File: config.mk
export PLATFORM = sky130hd
export DESIGN_NAME = variable_packet_ring_allocator
export DESIGN_NICKNAME = d
export VERILOG_FILES = /design/src/sv/vpra_pkg.sv /design/src/sv/variable_packet_ring_allocator.sv /design/src/sv/vpra_rec_mem.sv /design/src/sv/vpra_place.sv
export SDC_FILE = /design/constraint.sdc
export NUM_CORES = 2
export LEC_CHECK = 0
export BUFFER_PORTS_ARGS = -buffer_cell sky130_fd_sc_hd__buf_2
export CAP_MARGIN = 25
export CORE_MARGIN = 2
export CORE_UTILIZATION = 45
export DETAILED_ROUTE_END_ITERATION = 10
export GPL_ROUTABILITY_DRIVEN = 0
export PLACE_DENSITY = 0.58
export SKIP_CTS_REPAIR_TIMING = 1
export SYNTH_ARGS = -nofsm -noshare
export SYNTH_HDL_FRONTEND = slang
export SYNTH_SLANG_ARGS = --single-unit
File: constraint.sdc
create_clock -name clk -period 24.2 [get_ports clk]
set_clock_uncertainty 0.2 [all_clocks]
set_input_delay 0 -clock clk [delete_from_list [all_inputs] [get_ports clk]]
set_output_delay 0 -clock clk [all_outputs]
set_load 0.005 [all_outputs]
File: src/sv/vpra_pkg.sv
`timescale 1ns / 1ps
// ----------------------------------------------------------------------------
// vpra_pkg: shared types and constants of the packet ring allocator
// Sizes, request and status codes, the packet record layout and slot helpers.
// ----------------------------------------------------------------------------
package vpra_pkg;

	localparam int MAX_MEM_BYTES = 4096;
	localparam int HEADER_BYTES  = 8;
	localparam int MAX_PACKETS   = 64;

	localparam int FIELD_W = 12;                             // offset/length fields
	localparam int CFG_W   = 13;                             // mem_bytes register
	localparam int OFS_W   = $clog2(MAX_MEM_BYTES) + 1;      // stored byte offsets
	localparam int CW      = ((OFS_W > CFG_W) ? OFS_W : CFG_W) + 1; // compare width
	localparam int SLOT_W  = $clog2(MAX_PACKETS);
	localparam int CNT_W   = $clog2(MAX_PACKETS + 1);

	localparam logic [CFG_W-1:0] MEM_BYTES_RST = CFG_W'(4096);

	typedef enum logic {
		REQ_ALLOC = 1'b0,
		REQ_FREE  = 1'b1
	} req_t;

	typedef enum logic [1:0] {
		ST_OK       = 2'd0,
		ST_NO_SPACE = 2'd1,
		ST_EMPTY    = 2'd2,
		ST_FULL     = 2'd3
	} status_t;

	typedef logic [SLOT_W-1:0] slot_t;

	typedef struct packed {
		logic [OFS_W-1:0]   start;
		logic [FIELD_W-1:0] len;
	} rec_t;

	typedef struct packed {
		status_t          status;
		logic             placed;
		logic [OFS_W-1:0] offset;
		logic [OFS_W-1:0] tail_end;
	} place_t;

	function automatic slot_t next_slot(input slot_t s);
		return (s == SLOT_W'(MAX_PACKETS - 1)) ? '0 : s + SLOT_W'(1);
	endfunction

endpackage

File: src/sv/variable_packet_ring_allocator.sv
`timescale 1ns / 1ps
// ----------------------------------------------------------------------------
// variable_packet_ring_allocator: byte offset allocator for a packet ring
// Hands out offsets for variable-length packets held in FIFO order.
// ----------------------------------------------------------------------------
// Usage:
//   Input channel (in_valid/in_stall) carries a request: req_type 0 allocates
//   a packet of pkt_len payload bytes, req_type 1 frees the oldest packet.
//   Output channel (out_valid/out_stall) returns one result per request:
//   status, alloc_offset, queue_empty and the oldest packet's offset/length.
//   A request is captured in an input register, then one pass of
//   compare/add logic on the cached head and tail records updates the state
//   and loads the result register. One request per clock is taken sustained
//   while out_stall is low; the record store is read one entry ahead so a
//   run of frees never waits on its registered read port.
//   When the receiver holds out_stall, the result register holds, the input
//   register fills and then in_stall rises; nothing is dropped.
//   cfg_we/cfg_wdata write mem_bytes; write it only while idle.
//   Reset empties the queue and sets mem_bytes to 4096. The record store is
//   not cleared: an entry is read only after it was written.
// ----------------------------------------------------------------------------
module variable_packet_ring_allocator (
	input  logic                          clk,
	input  logic                          arst_n,
	input  logic                          cfg_we,
	input  logic [vpra_pkg::CFG_W-1:0]    cfg_wdata,
	input  logic                          in_valid,
	output logic                          in_stall,
	input  logic                          req_type,
	input  logic [vpra_pkg::FIELD_W-1:0]  pkt_len,
	output logic                          out_valid,
	input  logic                          out_stall,
	output logic [1:0]                    status,
	output logic [vpra_pkg::FIELD_W-1:0]  alloc_offset,
	output logic                          queue_empty,
	output logic [vpra_pkg::FIELD_W-1:0]  head_offset,
	output logic [vpra_pkg::FIELD_W-1:0]  head_len
);
	import vpra_pkg::*;

	// configuration
	logic [CFG_W-1:0] mem_bytes_q;

	// input stage
	logic               valid_s1;
	logic               req_type_s1;
	logic [FIELD_W-1:0] pkt_len_s1;

	// result stage
	logic               valid_s2;
	status_t            status_s2;
	logic [FIELD_W-1:0] alloc_offset_s2;
	logic               queue_empty_s2;
	logic [FIELD_W-1:0] head_offset_s2;
	logic [FIELD_W-1:0] head_len_s2;

	// queue state: cached head record and end of the newest packet
	logic [CNT_W-1:0] cnt_q;
	slot_t            oldest_q;
	slot_t            newest_q;
	rec_t             head_q;
	logic [OFS_W-1:0] tail_end_q;

	logic             s2_open;
	logic             exec;
	logic             free_ok;
	place_t           pl;
	rec_t             next_rec;
	rec_t             new_rec;
	logic [CNT_W-1:0] cnt_n;
	slot_t            oldest_n;
	slot_t            newest_n;
	rec_t             head_n;
	logic [OFS_W-1:0] tail_end_n;

	// the result register frees up when empty or when its transfer completes
	assign s2_open  = !valid_s2 || !out_stall;
	assign exec     = valid_s1 && s2_open;
	assign in_stall = valid_s1 && !s2_open;

	vpra_place u_place (
		.req_type   (req_type_s1),
		.pkt_len    (pkt_len_s1),
		.mem_bytes  (mem_bytes_q),
		.cnt        (cnt_q),
		.head_start (head_q.start),
		.tail_end   (tail_end_q),
		.res        (pl)
	);

	assign new_rec.start = pl.offset;
	assign new_rec.len   = pkt_len_s1;

	// next state of the queue for the request in the input register
	always_comb begin
		free_ok    = (req_type_s1 == REQ_FREE) && (cnt_q != '0);
		cnt_n      = cnt_q;
		oldest_n   = oldest_q;
		newest_n   = newest_q;
		head_n     = head_q;
		tail_end_n = tail_end_q;
		if (exec) begin
			if (pl.placed) begin
				cnt_n      = cnt_q + CNT_W'(1);
				tail_end_n = pl.tail_end;
				if (cnt_q == '0) begin
					// first packet restarts both slots at zero
					oldest_n = '0;
					newest_n = '0;
					head_n   = new_rec;
				end else begin
					newest_n = next_slot(newest_q);
				end
			end else if (free_ok) begin
				cnt_n = cnt_q - CNT_W'(1);
				if (cnt_q == CNT_W'(1)) begin
					oldest_n = '0;
					newest_n = '0;
				end else begin
					// promote the prefetched second-oldest record
					oldest_n = next_slot(oldest_q);
					head_n   = next_rec;
				end
			end
		end
	end

	// keep the record after the oldest prefetched in the store's read register
	vpra_rec_mem u_rec_mem (
		.clk     (clk),
		.arst_n  (arst_n),
		.wr_en   (exec && pl.placed),
		.wr_addr (newest_n),
		.wr_data (new_rec),
		.rd_addr (next_slot(oldest_n)),
		.rd_data (next_rec)
	);

	always_ff @(posedge clk or negedge arst_n) begin
		if (!arst_n) begin
			mem_bytes_q <= MEM_BYTES_RST;
		end else if (cfg_we) begin
			mem_bytes_q <= cfg_wdata;
		end
	end

	// state registers
	always_ff @(posedge clk or negedge arst_n) begin
		if (!arst_n) begin
			cnt_q    <= '0;
			oldest_q <= '0;
			newest_q <= '0;
		end else begin
			cnt_q    <= cnt_n;
			oldest_q <= oldest_n;
			newest_q <= newest_n;
		end
	end

	always_ff @(posedge clk) begin
		head_q     <= head_n;
		tail_end_q <= tail_end_n;
	end

	// input register: load whenever it is not held
	always_ff @(posedge clk or negedge arst_n) begin
		if (!arst_n) begin
			valid_s1 <= 1'b0;
		end else if (!in_stall) begin
			valid_s1 <= in_valid;
		end
	end

	always_ff @(posedge clk) begin
		if (in_valid && !in_stall) begin
			req_type_s1 <= req_type;
			pkt_len_s1  <= pkt_len;
		end
	end

	// result register: load on execute, drop valid once the transfer completes
	always_ff @(posedge clk or negedge arst_n) begin
		if (!arst_n) begin
			valid_s2 <= 1'b0;
		end else if (exec) begin
			valid_s2 <= 1'b1;
		end else if (!out_stall) begin
			valid_s2 <= 1'b0;
		end
	end

	always_ff @(posedge clk) begin
		if (exec) begin
			status_s2       <= pl.status;
			alloc_offset_s2 <= FIELD_W'(pl.offset);
			queue_empty_s2  <= (cnt_n == '0);
			head_offset_s2  <= (cnt_n == '0) ? '0 : FIELD_W'(head_n.start);
			head_len_s2     <= (cnt_n == '0) ? '0 : head_n.len;
		end
	end

	assign out_valid    = valid_s2;
	assign status       = status_s2;
	assign alloc_offset = alloc_offset_s2;
	assign queue_empty  = queue_empty_s2;
	assign head_offset  = head_offset_s2;
	assign head_len     = head_len_s2;

endmodule

File: src/sv/vpra_rec_mem.sv
`timescale 1ns / 1ps
// ----------------------------------------------------------------------------
// vpra_rec_mem: packet record store
// One write and one registered read per cycle, with write-to-read forwarding.
// ----------------------------------------------------------------------------
module vpra_rec_mem (
	input  logic                 clk,
	input  logic                 arst_n,
	input  logic                 wr_en,
	input  vpra_pkg::slot_t      wr_addr,
	input  vpra_pkg::rec_t       wr_data,
	input  vpra_pkg::slot_t      rd_addr,
	output vpra_pkg::rec_t       rd_data
);
	import vpra_pkg::*;

	rec_t mem [MAX_PACKETS];
	rec_t rd_q;
	rec_t wd_q;
	logic byp_q;

	always_ff @(posedge clk) begin
		if (wr_en) begin
			mem[wr_addr] <= wr_data;
		end
		rd_q <= mem[rd_addr];
		wd_q <= wr_data;
	end

	// forward a record written in the same cycle it is read
	always_ff @(posedge clk or negedge arst_n) begin
		if (!arst_n) begin
			byp_q <= 1'b0;
		end else begin
			byp_q <= wr_en && (wr_addr == rd_addr);
		end
	end

	assign rd_data = byp_q ? wd_q : rd_q;

endmodule

File: src/sv/vpra_place.sv
`timescale 1ns / 1ps
// ----------------------------------------------------------------------------
// vpra_place: placement decision
// Checks fifo room and ring space for one request and picks the offset.
// ----------------------------------------------------------------------------
module vpra_place (
	input  logic                          req_type,
	input  logic [vpra_pkg::FIELD_W-1:0]  pkt_len,
	input  logic [vpra_pkg::CFG_W-1:0]    mem_bytes,
	input  logic [vpra_pkg::CNT_W-1:0]    cnt,
	input  logic [vpra_pkg::OFS_W-1:0]    head_start,
	input  logic [vpra_pkg::OFS_W-1:0]    tail_end,
	output vpra_pkg::place_t              res
);
	import vpra_pkg::*;

	logic [CW-1:0] foot;
	logic [CW-1:0] mem_cap;
	logic [CW-1:0] mem_use;
	logic [CW-1:0] te;
	logic [CW-1:0] hb;
	logic [CW-1:0] te_plus;
	logic [CW-1:0] ofs;

	always_comb begin
		foot    = (CW'(HEADER_BYTES) + CW'(pkt_len) + CW'(3)) & ~CW'(3);
		mem_cap = (CW'(mem_bytes) > CW'(MAX_MEM_BYTES)) ? CW'(MAX_MEM_BYTES)
		                                                 : CW'(mem_bytes);
		mem_use = mem_cap & ~CW'(3);
		te      = CW'(tail_end);
		hb      = CW'(head_start);
		te_plus = te + foot;

		res.status = ST_OK;
		res.placed = 1'b0;
		ofs        = '0;

		if (req_type == REQ_FREE) begin
			if (cnt == '0) begin
				res.status = ST_EMPTY;
			end
		end else if (cnt == CNT_W'(MAX_PACKETS)) begin
			res.status = ST_FULL;
		end else if (foot > mem_use) begin
			res.status = ST_NO_SPACE;
		end else if (cnt == '0) begin
			res.placed = 1'b1;
		end else if (te <= hb) begin
			// free space is the gap between tail and head
			if (te_plus <= hb) begin
				res.placed = 1'b1;
				ofs        = te;
			end else begin
				res.status = ST_NO_SPACE;
			end
		end else if (foot <= hb) begin
			res.placed = 1'b1;
		end else if (te_plus <= mem_use) begin
			res.placed = 1'b1;
			ofs        = te;
		end else begin
			res.status = ST_NO_SPACE;
		end

		res.offset   = OFS_W'(ofs);
		res.tail_end = OFS_W'(ofs + foot);
	end

endmodule
==> flow_metrics.env <==
export IMPL_worst_path_most_repeated_cell="sky130_fd_sc_hd__buf_4"
export IMPL_detailedRoute_firstIterationViolations=5609
export IMPL_cell_area_after_layout_sq_um=81900
export IMPL_design_power_total_mw=11.3
export IMPL_synth_seq_cells=1773
export IMPL_worst_path_max_delay_cell="sky130_fd_sc_hd__a311oi_1"
export IMPL_clock_root_buffer="sky130_fd_sc_hd__clkbuf_16"
export IMPL_ys_warnings_count=0
export IMPL_post_dp_cell_area_sq_um=75500
export IMPL_critPathMaxStageDelay_ps=830
export IMPL_antenna_violations_before_repair=12
export IMPL_dp_final_hpwl_mm=115
export IMPL_synth_cells=5090
export IMPL_critPathMaxFanout=94
export IMPL_final_cell_mix="1666 x sky130_fd_sc_hd__edfxtp_1, 609 x sky130_fd_sc_hd__nand2_1, 232 x sky130_fd_sc_hd__a21oi_1, 204 x sky130_fd_sc_hd__nor2_1, 189 x sky130_fd_sc_hd__nand3_1"
export IMPL_layout_drive_gt1_share_pct=13.0
export IMPL_dpl_worst_slack_ps=11720
export IMPL_synth_cell_types=99
export IMPL_wl_per_cell_um=28.3
export IMPL_cts_tree="built"
export IMPL_finalMaxSlewViolations=0
export IMPL_io_buffers=69
export IMPL_ctsHtreeMaxLevel=4
export IMPL_total_grt_usage_pct=25.4
export IMPL_status="finished clean"
export IMPL_via_count=45437
export IMPL_worst_slew_pin_transition_ps=1220
export IMPL_synthesis_area_per_instance_sq_um=14.2
export IMPL_min_path_type="in2async"
export IMPL_whs_ps=103
export IMPL_num_rows=147
export IMPL_count_of_pins_on_the_block_boundary=72
export IMPL_route_detailed_drc=0
export IMPL_required_ps=24590
export IMPL_postSynth_topFlopCell="sky130_fd_sc_hd__edfxtp_1"
export IMPL_synth_edff_count=1666
export IMPL_die_y_um=405
export IMPL_initial_utilization_pct=45.1
export IMPL_irDropWorstVdd_mv=0.180
export IMPL_route_detailed_vias_per_inst=6.06
export IMPL_layout_setup_ws_ps=11620
export IMPL_total_leakage_power_nw=27.7
export IMPL_first_global_vias=43058
export IMPL_dpl_cell_count=7089
export IMPL_die_x_um=405
export IMPL_nets=5379
export IMPL_critPathLaunchType="flop"
export IMPL_clkSlewWorstSetupHoldPaths_ps=60
export IMPL_grt_start_max_net_pins=118
export IMPL_die_area_sq_um=164000
export IMPL_antenna_left=0
export IMPL_area_growth_from_synthesis_to_final_layout_pct=13.4
export IMPL_drt_pre_antenna_iters=6
export IMPL_max_cap_violations=0
export IMPL_setup_viol=0
export IMPL_mostFrequentLayoutCell="sky130_fd_sc_hd__edfxtp_1"
export IMPL_grt_pass1_wl_mm=302
export IMPL_critPathKind="reg2reg"
export IMPL_relSlewSlack_pct=17.9
export IMPL_postLayoutCoreUtil_pct=51.2
export IMPL_syn_cell_area_sq_um=72200
export IMPL_cp_data_arrival_time_ps=12970
export IMPL_final_hold_fails=0
export IMPL_p_per_area_nw_per_um2=138
export IMPL_clock_sink_count=1773
export IMPL_min_period_over_period_pct=52.0
export IMPL_synth_net_count=5210
export IMPL_async_flop_share_pct=1.86
export IMPL_finalCriticalPeriod_ps=12580
export IMPL_synth_seq_area_share_pct=72.5
export IMPL_route_final_wire_length_mm=212
export IMPL_cts_buffers=182
export IMPL_design_core_area_sq_um=160000
export IMPL_final_cell_count_no_fill=7495
export IMPL_final_setup_tns_ps=0
export IMPL_insertion_delay_of_the_later_clocked_pin_in_the_worst_skew_pair_ps=810
export IMPL_cts_root_to_sink_buffers=3
export IMPL_rsz0062_at_grt="no"
export IMPL_clock_fmax_mhz=79.5
export IMPL_setup_worst_path_end_class="flop"
export IMPL_grt_overflow_total=0
power breakdown:
part | switching [mW] | internal [mW]
combinational | 3.48 | 1.46
sequential | 0.0620 | 3.59
clock | 1.18 | 1.52
total | 4.72 | 6.57
logic make-up after synthesis:
family	Yosys count	synth area share (%)
DFF	1773	72.5
and+or+nand+nor	1516	9.75
AOI/OAI and AO/OA	1047	10.0
buffers and inverters	389	2.32
muxes	233	3.36
adders and majority gates	89	1.56
xor gates and xnor gates	43	0.532
worst max-delay path, delay by kind of cell (launching register included):
family	cells	cell delay [ps]
fa+ha+maj	3	1290
flops	1	320
simple gates	8	1900
compound gates	15	4360
mux	1	250
xor+xnor	1	250
buf+inv	6	3570
path summary, 6_finish.rpt:
check	startpoint	end	slack, ps	cells past startpoint
hold / removal	arst_n	mem_bytes_q[12]	100	3
hold reg to reg	valid_s1	out_valid	290	1
setup reg to reg	pkt_len_s1[2]	u_rec_mem.rd_q[17]	11620	34
min in group clk	in_valid	pkt_len_s1[4]	220	3
max in group asynchronous	arst_n	mem_bytes_q[8]	23490	4
setup / recovery	pkt_len_s1[2]	u_rec_mem.rd_q[17]	11620	34
Yosys cell counts, drive strengths merged (33+ instances only):
| library cell | number | area share, % |
|---|---|---|
| a21oi | 233 | 1.6 |
| edfxtp | 1666 | 69 |
| nor4 | 46 | 0.42 |
| or3 | 49 | 0.44 |
| ha | 87 | 1.5 |
| buf | 152 | 1.1 |
| or4 | 42 | 0.44 |
| a31oi | 55 | 0.52 |
| o21ai | 178 | 1.2 |
| dfxtp | 74 | 2.1 |
| mux2 | 53 | 0.83 |
| nand2 | 612 | 3.2 |
| clkbuf | 182 | 0.95 |
| nand3 | 191 | 1.3 |
| and3 | 83 | 0.72 |
| inv | 54 | 0.28 |
| o221ai | 36 | 0.44 |
| nand4 | 38 | 0.34 |
| mux2i | 178 | 2.5 |
| o22ai | 120 | 1.0 |
| o32ai | 33 | 0.40 |
| o211ai | 39 | 0.41 |
| nor3 | 113 | 0.79 |
| a221oi | 36 | 0.44 |
| a21o | 54 | 0.56 |
| nor2 | 270 | 1.4 |
area by class of cell:
| class | count | area (sq um) |
|---|---|---|
| timing repair buffer | 319 | 2480 |
| tap | 2086 | 2610 |
| sequential | 1773 | 52300 |
| multi-input combinational | 2928 | 18600 |
| inverter | 55 | 215 |
| clock buffer | 248 | 4940 |
| clock inverter | 81 | 749 |
| fill | 13256 | 78100 |
| antenna | 5 | 12.5 |
metal layers:
layer	global-route usage, %	wire, um	vias to the layer above
li1	-	-	20075
met1	35.8	88900	23126
met2	40.7	99700	1939
met3	3.81	16700	297
met4	8.12	6570	0
met5	0	0	-
state kept, by name, summed over array words and instances (netlist names), 7 cells and up:
name,cells
alloc_offset,12
cnt_q,7
head_len,12
head_offset,12
head_q,25
mem_bytes_q,11
pkt_len_s1,12
tail_end_q,13
u_rec_mem.mem,1600
u_rec_mem.rd_q,25
u_rec_mem.wd_q,25
Power figures use the tool's default switching activity.
